[config.mk]
export PLATFORM = sky130hd
export DESIGN_NAME = hsv_to_rgb_converter_flat
export DESIGN_NICKNAME = d
export VERILOG_FILES = /design/src/hw/rtl/hsv_pkg.sv /design/src/hw/rtl/hsv_if.sv /design/src/hw/rtl/hsv_front.sv /design/src/hw/rtl/hsv_mix.sv /design/src/hw/rtl/hsv_quant.sv /design/src/hw/rtl/hsv_to_rgb_converter.sv /design/src/flat_wrapper.sv
export SDC_FILE = /design/constraint.sdc
export NUM_CORES = 2
export LEC_CHECK = 0
export BUFFER_PORTS_ARGS = -buffer_cell sky130_fd_sc_hd__buf_4
export CAP_MARGIN = 20
export CORE_AREA = 2 2 319 321
export DETAILED_ROUTE_END_ITERATION = 10
export DIE_AREA = 0 0 321 323
export PLACE_DENSITY = 0.59
export SETUP_SLACK_MARGIN = 0.5
export SYNTH_ARGS = -nofsm -noshare
export SYNTH_HDL_FRONTEND = slang
export SYNTH_SLANG_ARGS = --single-unit
export TNS_END_PERCENT = 50
[constraint.sdc]
create_clock -name clk_i -period 11.95 [get_ports clk_i]
set_input_delay 1.195 -clock clk_i [delete_from_list [all_inputs] [get_ports clk_i]]
set_output_delay 1.195 -clock clk_i [all_outputs]
set_load 0.01 [all_outputs]
[src/hw/rtl/hsv_pkg.sv]
// Shared types and constants for the HSV to RGB converter.
package hsv_pkg;

  localparam logic [8:0]  HueMax   = 9'd359;
  localparam logic [6:0]  PctMax   = 7'd100;
  localparam logic [5:0]  Sixty    = 6'd60;
  // channel = floor(x * 255 / 600000) = floor(floor(x * 17 / 64) / 625)
  localparam logic [4:0]  ChanMul  = 5'd17;
  localparam int          ChanShr  = 6;
  localparam logic [9:0]  DivBase  = 10'd625;
  localparam logic [17:0] DivRecip = 18'd214748;   // floor(2^27 / 625)
  localparam int          DivShr   = 27;
  localparam logic [7:0]  ChanMax  = 8'd255;

  // Six 60-degree sectors, named by the channel that holds chroma,
  // then the one that holds the secondary component.
  typedef enum logic [2:0] {
    SEC_R_G = 3'd0,
    SEC_G_R = 3'd1,
    SEC_G_B = 3'd2,
    SEC_B_G = 3'd3,
    SEC_B_R = 3'd4,
    SEC_R_B = 3'd5
  } sector_e;

  typedef struct packed {
    sector_e    sector;
    logic [6:0] sat;
    logic [6:0] val;
    logic [5:0] weight;   // 60 - |(h mod 120) - 60|
  } hsv_norm_t;

  typedef struct packed {
    sector_e     sector;
    logic [13:0] sv;       // s * v
    logic [13:0] vs;       // v * (100 - s)
    logic [5:0]  weight;
  } hsv_prod_t;

  typedef struct packed {
    sector_e     sector;
    logic [19:0] chroma;
    logic [19:0] second;
    logic [19:0] offs;
  } hsv_term_t;

  // per channel: 0 red, 1 green, 2 blue
  typedef logic [2:0][17:0] hsv_scaled_t;

  typedef struct packed {
    logic [2:0][17:0] z;
    logic [2:0][8:0]  q0;
  } hsv_quot_t;

  typedef logic [2:0][7:0] rgb_t;

endpackage

[src/hw/rtl/hsv_if.sv]
// Valid/ready channel interfaces for HSV requests and RGB results.
interface hsv_in_if;
  logic       valid;
  logic       ready;
  logic [8:0] hue;
  logic [6:0] saturation;
  logic [6:0] brightness;

  modport source (output valid, hue, saturation, brightness, input ready);
  modport sink   (input valid, hue, saturation, brightness, output ready);
endinterface

interface rgb_out_if;
  logic       valid;
  logic       ready;
  logic [7:0] red;
  logic [7:0] green;
  logic [7:0] blue;

  modport source (output valid, red, green, blue, input ready);
  modport sink   (input valid, red, green, blue, output ready);
endinterface

[src/hw/rtl/hsv_front.sv]
// Input saturation, hue sector/weight, and the two S/V products.
module hsv_front import hsv_pkg::*; (
  input  logic       clk_i,
  input  logic       rst_ni,
  input  logic       in_valid_i,
  output logic       in_ready_o,
  input  logic [8:0] hue_i,
  input  logic [6:0] sat_i,
  input  logic [6:0] val_i,
  output logic       out_valid_o,
  input  logic       out_ready_i,
  output hsv_prod_t  out_data_o
);

  logic      s1_vld_q, s2_vld_q;
  logic      s1_en, s2_en;
  hsv_norm_t s1_d, s1_q;
  hsv_prod_t s2_d, s2_q;

  logic [8:0] h_sat;
  logic [8:0] h_mod;
  logic [8:0] hue_dist;

  assign s2_en = !s2_vld_q || out_ready_i;
  assign s1_en = !s1_vld_q || s2_en;

  always_comb begin
    h_sat      = (hue_i > HueMax) ? HueMax : hue_i;
    s1_d.sat   = (sat_i > PctMax) ? PctMax : sat_i;
    s1_d.val   = (val_i > PctMax) ? PctMax : val_i;
    priority if (h_sat >= 9'd240) begin
      h_mod = h_sat - 9'd240;
    end else if (h_sat >= 9'd120) begin
      h_mod = h_sat - 9'd120;
    end else begin
      h_mod = h_sat;
    end
    hue_dist = (h_mod >= {3'd0, Sixty}) ? (h_mod - {3'd0, Sixty})
                                        : ({3'd0, Sixty} - h_mod);
    s1_d.weight = Sixty - hue_dist[5:0];
    priority if (h_sat < 9'd60) begin
      s1_d.sector = SEC_R_G;
    end else if (h_sat < 9'd120) begin
      s1_d.sector = SEC_G_R;
    end else if (h_sat < 9'd180) begin
      s1_d.sector = SEC_G_B;
    end else if (h_sat < 9'd240) begin
      s1_d.sector = SEC_B_G;
    end else if (h_sat < 9'd300) begin
      s1_d.sector = SEC_B_R;
    end else begin
      s1_d.sector = SEC_R_B;
    end
  end

  always_comb begin
    s2_d.sector = s1_q.sector;
    s2_d.weight = s1_q.weight;
    s2_d.sv     = {7'd0, s1_q.sat} * {7'd0, s1_q.val};
    s2_d.vs     = {7'd0, s1_q.val} * {7'd0, PctMax - s1_q.sat};
  end

  always_ff @(posedge clk_i or negedge rst_ni) begin
    if (!rst_ni) begin
      s1_vld_q <= 1'b0;
      s2_vld_q <= 1'b0;
    end else begin
      if (s1_en) s1_vld_q <= in_valid_i;
      if (s2_en) s2_vld_q <= s1_vld_q;
    end
  end

  always_ff @(posedge clk_i) begin
    if (s1_en && in_valid_i) s1_q <= s1_d;
    if (s2_en && s1_vld_q)   s2_q <= s2_d;
  end

  assign in_ready_o  = s1_en;
  assign out_valid_o = s2_vld_q;
  assign out_data_o  = s2_q;

endmodule

[src/hw/rtl/hsv_mix.sv]
// Scaled chroma/secondary/offset terms, then per-channel sum times 17 / 64.
module hsv_mix import hsv_pkg::*; (
  input  logic        clk_i,
  input  logic        rst_ni,
  input  logic        in_valid_i,
  output logic        in_ready_o,
  input  hsv_prod_t   in_data_i,
  output logic        out_valid_o,
  input  logic        out_ready_i,
  output hsv_scaled_t out_data_o
);

  logic        s3_vld_q, s4_vld_q;
  logic        s3_en, s4_en;
  hsv_term_t   s3_d, s3_q;
  hsv_scaled_t s4_d, s4_q;
  logic [2:0][19:0] comp;
  logic [2:0][19:0] sum;
  logic [2:0][23:0] prod;

  assign s4_en = !s4_vld_q || out_ready_i;
  assign s3_en = !s3_vld_q || s4_en;

  always_comb begin
    s3_d.sector = in_data_i.sector;
    s3_d.chroma = {6'd0, in_data_i.sv} * {14'd0, Sixty};
    s3_d.second = {6'd0, in_data_i.sv} * {14'd0, in_data_i.weight};
    s3_d.offs   = {6'd0, in_data_i.vs} * {14'd0, Sixty};
  end

  always_comb begin
    unique case (s3_q.sector)
      SEC_R_G: begin comp[0] = s3_q.chroma; comp[1] = s3_q.second; comp[2] = '0;          end
      SEC_G_R: begin comp[0] = s3_q.second; comp[1] = s3_q.chroma; comp[2] = '0;          end
      SEC_G_B: begin comp[0] = '0;          comp[1] = s3_q.chroma; comp[2] = s3_q.second; end
      SEC_B_G: begin comp[0] = '0;          comp[1] = s3_q.second; comp[2] = s3_q.chroma; end
      SEC_B_R: begin comp[0] = s3_q.second; comp[1] = '0;          comp[2] = s3_q.chroma; end
      SEC_R_B: begin comp[0] = s3_q.chroma; comp[1] = '0;          comp[2] = s3_q.second; end
      default: begin comp[0] = '0;          comp[1] = '0;          comp[2] = '0;          end
    endcase
    for (int c = 0; c < 3; c++) begin
      // sum <= 600000, fits 20 bits; times 17 fits 24 bits
      sum[c]  = comp[c] + s3_q.offs;
      prod[c] = {4'd0, sum[c]} * {19'd0, ChanMul};
      s4_d[c] = prod[c][ChanShr +: 18];
    end
  end

  always_ff @(posedge clk_i or negedge rst_ni) begin
    if (!rst_ni) begin
      s3_vld_q <= 1'b0;
      s4_vld_q <= 1'b0;
    end else begin
      if (s3_en) s3_vld_q <= in_valid_i;
      if (s4_en) s4_vld_q <= s3_vld_q;
    end
  end

  always_ff @(posedge clk_i) begin
    if (s3_en && in_valid_i) s3_q <= s3_d;
    if (s4_en && s3_vld_q)   s4_q <= s4_d;
  end

  assign in_ready_o  = s3_en;
  assign out_valid_o = s4_vld_q;
  assign out_data_o  = s4_q;

endmodule

[src/hw/rtl/hsv_quant.sv]
// Divide by 625 via reciprocal multiply plus one correction step.
module hsv_quant import hsv_pkg::*; (
  input  logic        clk_i,
  input  logic        rst_ni,
  input  logic        in_valid_i,
  output logic        in_ready_o,
  input  hsv_scaled_t in_data_i,
  output logic        out_valid_o,
  input  logic        out_ready_i,
  output rgb_t        out_data_o
);

  logic      s5_vld_q, s6_vld_q;
  logic      s5_en, s6_en;
  hsv_quot_t s5_d, s5_q;
  rgb_t      s6_d, s6_q;
  logic [2:0][35:0] recip;
  logic [2:0][17:0] back;
  logic [2:0][17:0] rem;
  logic [2:0][8:0]  q;

  assign s6_en = !s6_vld_q || out_ready_i;
  assign s5_en = !s5_vld_q || s6_en;

  // estimate is exact or one low
  always_comb begin
    for (int c = 0; c < 3; c++) begin
      recip[c]   = {18'd0, in_data_i[c]} * {18'd0, DivRecip};
      s5_d.z[c]  = in_data_i[c];
      s5_d.q0[c] = recip[c][DivShr +: 9];
    end
  end

  always_comb begin
    for (int c = 0; c < 3; c++) begin
      back[c] = {9'd0, s5_q.q0[c]} * {8'd0, DivBase};
      rem[c]  = s5_q.z[c] - back[c];
      q[c]    = (rem[c] >= {8'd0, DivBase}) ? (s5_q.q0[c] + 9'd1) : s5_q.q0[c];
      s6_d[c] = (q[c] > {1'b0, ChanMax}) ? ChanMax : q[c][7:0];
    end
  end

  always_ff @(posedge clk_i or negedge rst_ni) begin
    if (!rst_ni) begin
      s5_vld_q <= 1'b0;
      s6_vld_q <= 1'b0;
    end else begin
      if (s5_en) s5_vld_q <= in_valid_i;
      if (s6_en) s6_vld_q <= s5_vld_q;
    end
  end

  always_ff @(posedge clk_i) begin
    if (s5_en && in_valid_i) s5_q <= s5_d;
    if (s6_en && s5_vld_q)   s6_q <= s6_d;
  end

  assign in_ready_o  = s5_en;
  assign out_valid_o = s6_vld_q;
  assign out_data_o  = s6_q;

endmodule

[src/hw/rtl/hsv_to_rgb_converter.sv]
// HSV to RGB converter top level: six-stage pipeline, one request per cycle.
// A request is registered in stage 1 on its accepting edge and moves through
// the stage registers in order; rgb_o.valid rises when it reaches stage 6.
// Throughput: one request per clock unless a stall at rgb_o backs up; each stage
// holds a valid bit and loads whenever it is empty or its successor advances, so
// stalls drop nothing. Multiplier chain: S*V, x60 / x weight, x17, reciprocal.
// Reset (rst_ni low, async) clears all stage valid bits; no data is cleared.
module hsv_to_rgb_converter import hsv_pkg::*; (
  input  logic      clk_i,
  input  logic      rst_ni,
  hsv_in_if.sink    hsv_i,
  rgb_out_if.source rgb_o
);

  // front: stage 1 clamps inputs and finds the hue sector and weight,
  // stage 2 forms s*v and v*(100-s)
  logic        fr_valid, fr_ready;
  hsv_prod_t   fr_data;

  // mix: stage 3 scales to the 600000 grid, stage 4 routes terms to
  // channels by sector and pre-scales by 17/64
  logic        mx_valid, mx_ready;
  hsv_scaled_t mx_data;

  // quant: stage 5 reciprocal estimate of /625, stage 6 corrects and holds
  // the output register
  rgb_t        rgb_data;

  hsv_front u_front (
    .clk_i       (clk_i),
    .rst_ni      (rst_ni),
    .in_valid_i  (hsv_i.valid),
    .in_ready_o  (hsv_i.ready),
    .hue_i       (hsv_i.hue),
    .sat_i       (hsv_i.saturation),
    .val_i       (hsv_i.brightness),
    .out_valid_o (fr_valid),
    .out_ready_i (fr_ready),
    .out_data_o  (fr_data)
  );

  hsv_mix u_mix (
    .clk_i       (clk_i),
    .rst_ni      (rst_ni),
    .in_valid_i  (fr_valid),
    .in_ready_o  (fr_ready),
    .in_data_i   (fr_data),
    .out_valid_o (mx_valid),
    .out_ready_i (mx_ready),
    .out_data_o  (mx_data)
  );

  hsv_quant u_quant (
    .clk_i       (clk_i),
    .rst_ni      (rst_ni),
    .in_valid_i  (mx_valid),
    .in_ready_o  (mx_ready),
    .in_data_i   (mx_data),
    .out_valid_o (rgb_o.valid),
    .out_ready_i (rgb_o.ready),
    .out_data_o  (rgb_data)
  );

  assign rgb_o.red   = rgb_data[0];
  assign rgb_o.green = rgb_data[1];
  assign rgb_o.blue  = rgb_data[2];

endmodule
[src/flat_wrapper.sv]
// flat-port wrapper written by rule: the top's interface ports become plain ports
module hsv_to_rgb_converter_flat import hsv_pkg::*;
  (clk_i, rst_ni, hsv_i_valid, hsv_i_hue, hsv_i_saturation, hsv_i_brightness, hsv_i_ready, rgb_o_valid, rgb_o_red, rgb_o_green, rgb_o_blue, rgb_o_ready);
  hsv_in_if hsv_i_i ();
  rgb_out_if rgb_o_i ();
  input  logic clk_i;
  input  logic rst_ni;
  input wire logic [$bits(hsv_i_i.valid)-1:0] hsv_i_valid;
  input wire logic [$bits(hsv_i_i.hue)-1:0] hsv_i_hue;
  input wire logic [$bits(hsv_i_i.saturation)-1:0] hsv_i_saturation;
  input wire logic [$bits(hsv_i_i.brightness)-1:0] hsv_i_brightness;
  output wire logic [$bits(hsv_i_i.ready)-1:0] hsv_i_ready;
  output wire logic [$bits(rgb_o_i.valid)-1:0] rgb_o_valid;
  output wire logic [$bits(rgb_o_i.red)-1:0] rgb_o_red;
  output wire logic [$bits(rgb_o_i.green)-1:0] rgb_o_green;
  output wire logic [$bits(rgb_o_i.blue)-1:0] rgb_o_blue;
  input wire logic [$bits(rgb_o_i.ready)-1:0] rgb_o_ready;
  assign hsv_i_i.valid = hsv_i_valid;
  assign hsv_i_i.hue = hsv_i_hue;
  assign hsv_i_i.saturation = hsv_i_saturation;
  assign hsv_i_i.brightness = hsv_i_brightness;
  assign hsv_i_ready = hsv_i_i.ready;
  assign rgb_o_valid = rgb_o_i.valid;
  assign rgb_o_red = rgb_o_i.red;
  assign rgb_o_green = rgb_o_i.green;
  assign rgb_o_blue = rgb_o_i.blue;
  assign rgb_o_i.ready = rgb_o_ready;
  hsv_to_rgb_converter u_core (.clk_i(clk_i), .rst_ni(rst_ni), .hsv_i(hsv_i_i), .rgb_o(rgb_o_i));
endmodule
==> metrics.cfg <==
[critical_path]
cp-start-kind = flop
path_cells = ha_1 -> inv_1 -> fa_1 -> inv_1 -> fa_1 -> fa_1 -> inv_1 -> fa_1 -> fa_1 -> inv_1 -> ha_1 -> a21o_1 -> a21o_1 -> a2111oi_0 -> o31a_1 -> o221ai_1 -> o41ai_1 -> o21ai_0 -> or2_2 -> a21oi_1 -> xnor2_1
path_max_fanout = 4
crit_path_max_incr_delay_ns = 0.56
required_ns = 12.29
cp-end-kind = flop
critPathTopFamily = adder cells
critPathBufInv = 4
cpMaxStageDelayCell = fa_1
cpMostUsedCell = fa_1
arrival_ns = 7.10
path_class = reg -> reg

[logic_synthesis]
yosysUniqueCellTypes = 85
synth_cells = 4406
yosysMostFrequentCell = inv_1
synth_commonest_cells = inv_1 (981), ha_1 (840), fa_1 (571)
ys_seq_area_share_pct = 18.8
synth_edf_count = 276
ys.flop_type = edfxtp_1
yosys.area.top_type = fa_1
ys_ff_latch = 282
syn-cell-area_um2 = 44900
syn-mean-instance-area_um2 = 10.2
async_flop_share_pct = 2.13
synth_area_leaders = fa_1 (25%), ha_1 (23%), edfxtp_1 (18%)
ys_warn_count = 0
synth_nets = 5844
synth_top_area_share_pct = 25.4

[timing]
setup_viol = 0
slew_viol_final = 0
period_needed_ns = 6.77
finalSetupTns_ns = 0
worst_pin_slew_ns = 1.09
slew-limit-headroom_pct = 27.2
period_share_pct = 56.6
rsz0062_at_grt = false
finalHoldViolCount = 0
whs_ns = 0.398
fin_skew_ns = 0.0361
clock.fmax_mhz = 148

[drt]
dr_total_vias = 29700
drt_iter0_drc = 1414
wl_mm = 95.5
viasPerCell = 5.12
wl_per_cell_um = 16.5
drc = 0
detail-route-antenna-nets = 0
drtPass1Iterations = 5

[run_status]
status = completed

[grt]
grt_util_met2_pct = 33.1
grt_start_max_net_pins = 59
use_met1_pct = 26.3
grt_overflow_total = 0
first_global_vias = 31100
use_met3_pct = 2.29
antenna_found_initial = 0
top_usage_layer = met2
grt_pass1_wl_mm = 160
grtUsageTotal_pct = 19.3

[floorplan]
die_x_um = 321
start_util_pct = 44.6
die_area_um2 = 104000
coreArea_um2 = 101000
ios = 53
die_y_um = 323
rows = 117

[clock_network]
cts.sinks = 282
cts_resized = 0
ctsHoldBuffers = 0
cts_buffers = 39
htree_levels = 2
cts_setup_buffers = 0
clk_pin_slew_ns = 0.06
tritoncts = built
cts_buffer_depth = 3
cts_root_buf = clkbuf_16
clk_latency_ns = 0.60

[final_layout]
fillCellCount = 9433
diodes = 0
drive_above_1_share_pct = 3.65
final_nets = 5899
area_growth_pct = 7.17

[placed_design]
routabilityCongestion = 0.913
dpl.hpwl_mm = 81.4
io_buffer_count = 52

[hold_path]
hold_path.class = in -> async

[job]
cap_violations = 0

[sequential cells by signal, summed over array words and instances, names as in the netlist, 23 cells and up]
register and cells:
u_core.u_front.out_data_o 36, u_core.u_front.s1_q 23, u_core.u_mix.out_data_o 54, u_core.u_mix.s3_q 58, u_core.u_quant.out_data_o 24, u_core.u_quant.s5_q 81
[layout by cell type, fill, tap and decap left out, types with 32 or more instances in the layout]
cell         n
and2_1      98
clkbuf_16   40
a22o_1      51
nand2_1    195
xor2_1      66
o21ai_0     94
fa_1       571
inv_1      981
o21a_1      32
nor3_1      63
a21o_1      69
buf_4       62
nor2_1     159
nand3_1     62
ha_1       840
o21bai_1    35
edfxtp_1   276
a21oi_1    167
nand2b_1    32
xnor2_1    185
and3_1      34
[final timing paths]
path,from,end,slack (ns),cells past startpoint
max in group asynchronous,rst_ni,u_core.u_mix.out_valid_o$_DFFE_PN0P_,11.44,1
setup / recovery,u_core.u_mix.out_data_o[48]$_DFFE_PP_,u_core.u_quant.s5_q[25]$_DFFE_PP_,5.18,21
setup reg to reg,u_core.u_mix.out_data_o[48]$_DFFE_PP_,u_core.u_quant.s5_q[25]$_DFFE_PP_,5.18,21
hold / removal,rst_ni,u_core.u_front.s1_vld_q$_DFFE_PN0N_,0.40,1
min in group clk_i,u_core.u_front.s1_q[5]$_DFFE_PP_,u_core.u_front.out_data_o[5]$_DFFE_PP_,0.42,0
hold reg to reg,u_core.u_front.s1_q[5]$_DFFE_PP_,u_core.u_front.out_data_o[5]$_DFFE_PP_,0.42,0
[metal layers]
layer / share of wire (%) / wire length [µm] / up-vias
met2: 48 / 45600 / 373
met5: 0 / 0 / -
met3: 3.2 / 3090 / 100
met1: 47 / 45000 / 14400
li1: - / - / 14800
met4: 2.0 / 1880 / 0
[cells by family (layout without fill, tap and decap cells)]
family	Yosys count	in the layout	share of synthesized area, %
buffers and inverters	1031	1117	8.65
AND/OR/NAND/NOR	753	753	8.27
adder cells (fa/ha/maj)	1411	1411	48.8
AO/OA/AOI/OAI	665	665	10.2
XOR/XNOR	251	251	4.89
flip-flops	282	282	18.8
multiplexers	13	13	0.304
[metrics by stage]
step,utilization [%],std cells,setup WS [ns],area [µm²]
floorplan,-,4406,4.13,44900
global placement,46.5,5727,5.24,46800
detailed placement,46.5,5727,5.25,46800
CTS,47.8,5799,5.19,48100
global route,47.8,5801,4.81,48100
finish,47.8,5801,5.18,48100
[final cells by class]
cell class / instances / area (µm²) / area share (%)
Timing Repair Buffer: 62 / 465 / 0.967
Multi-Input combinational cell: 3093 / 32600 / 67.8
Clock inverter: 26 / 254 / 0.528
Sequential cell: 282 / 8440 / 17.5
Clock buffer: 46 / 1020 / 2.13
Inverter: 983 / 3690 / 7.66
Tap cell: 1309 / 1640 / 3.40
Power is not shown: default switching activity piles up to over one toggle a cycle in this logic, so the estimate is an artifact.
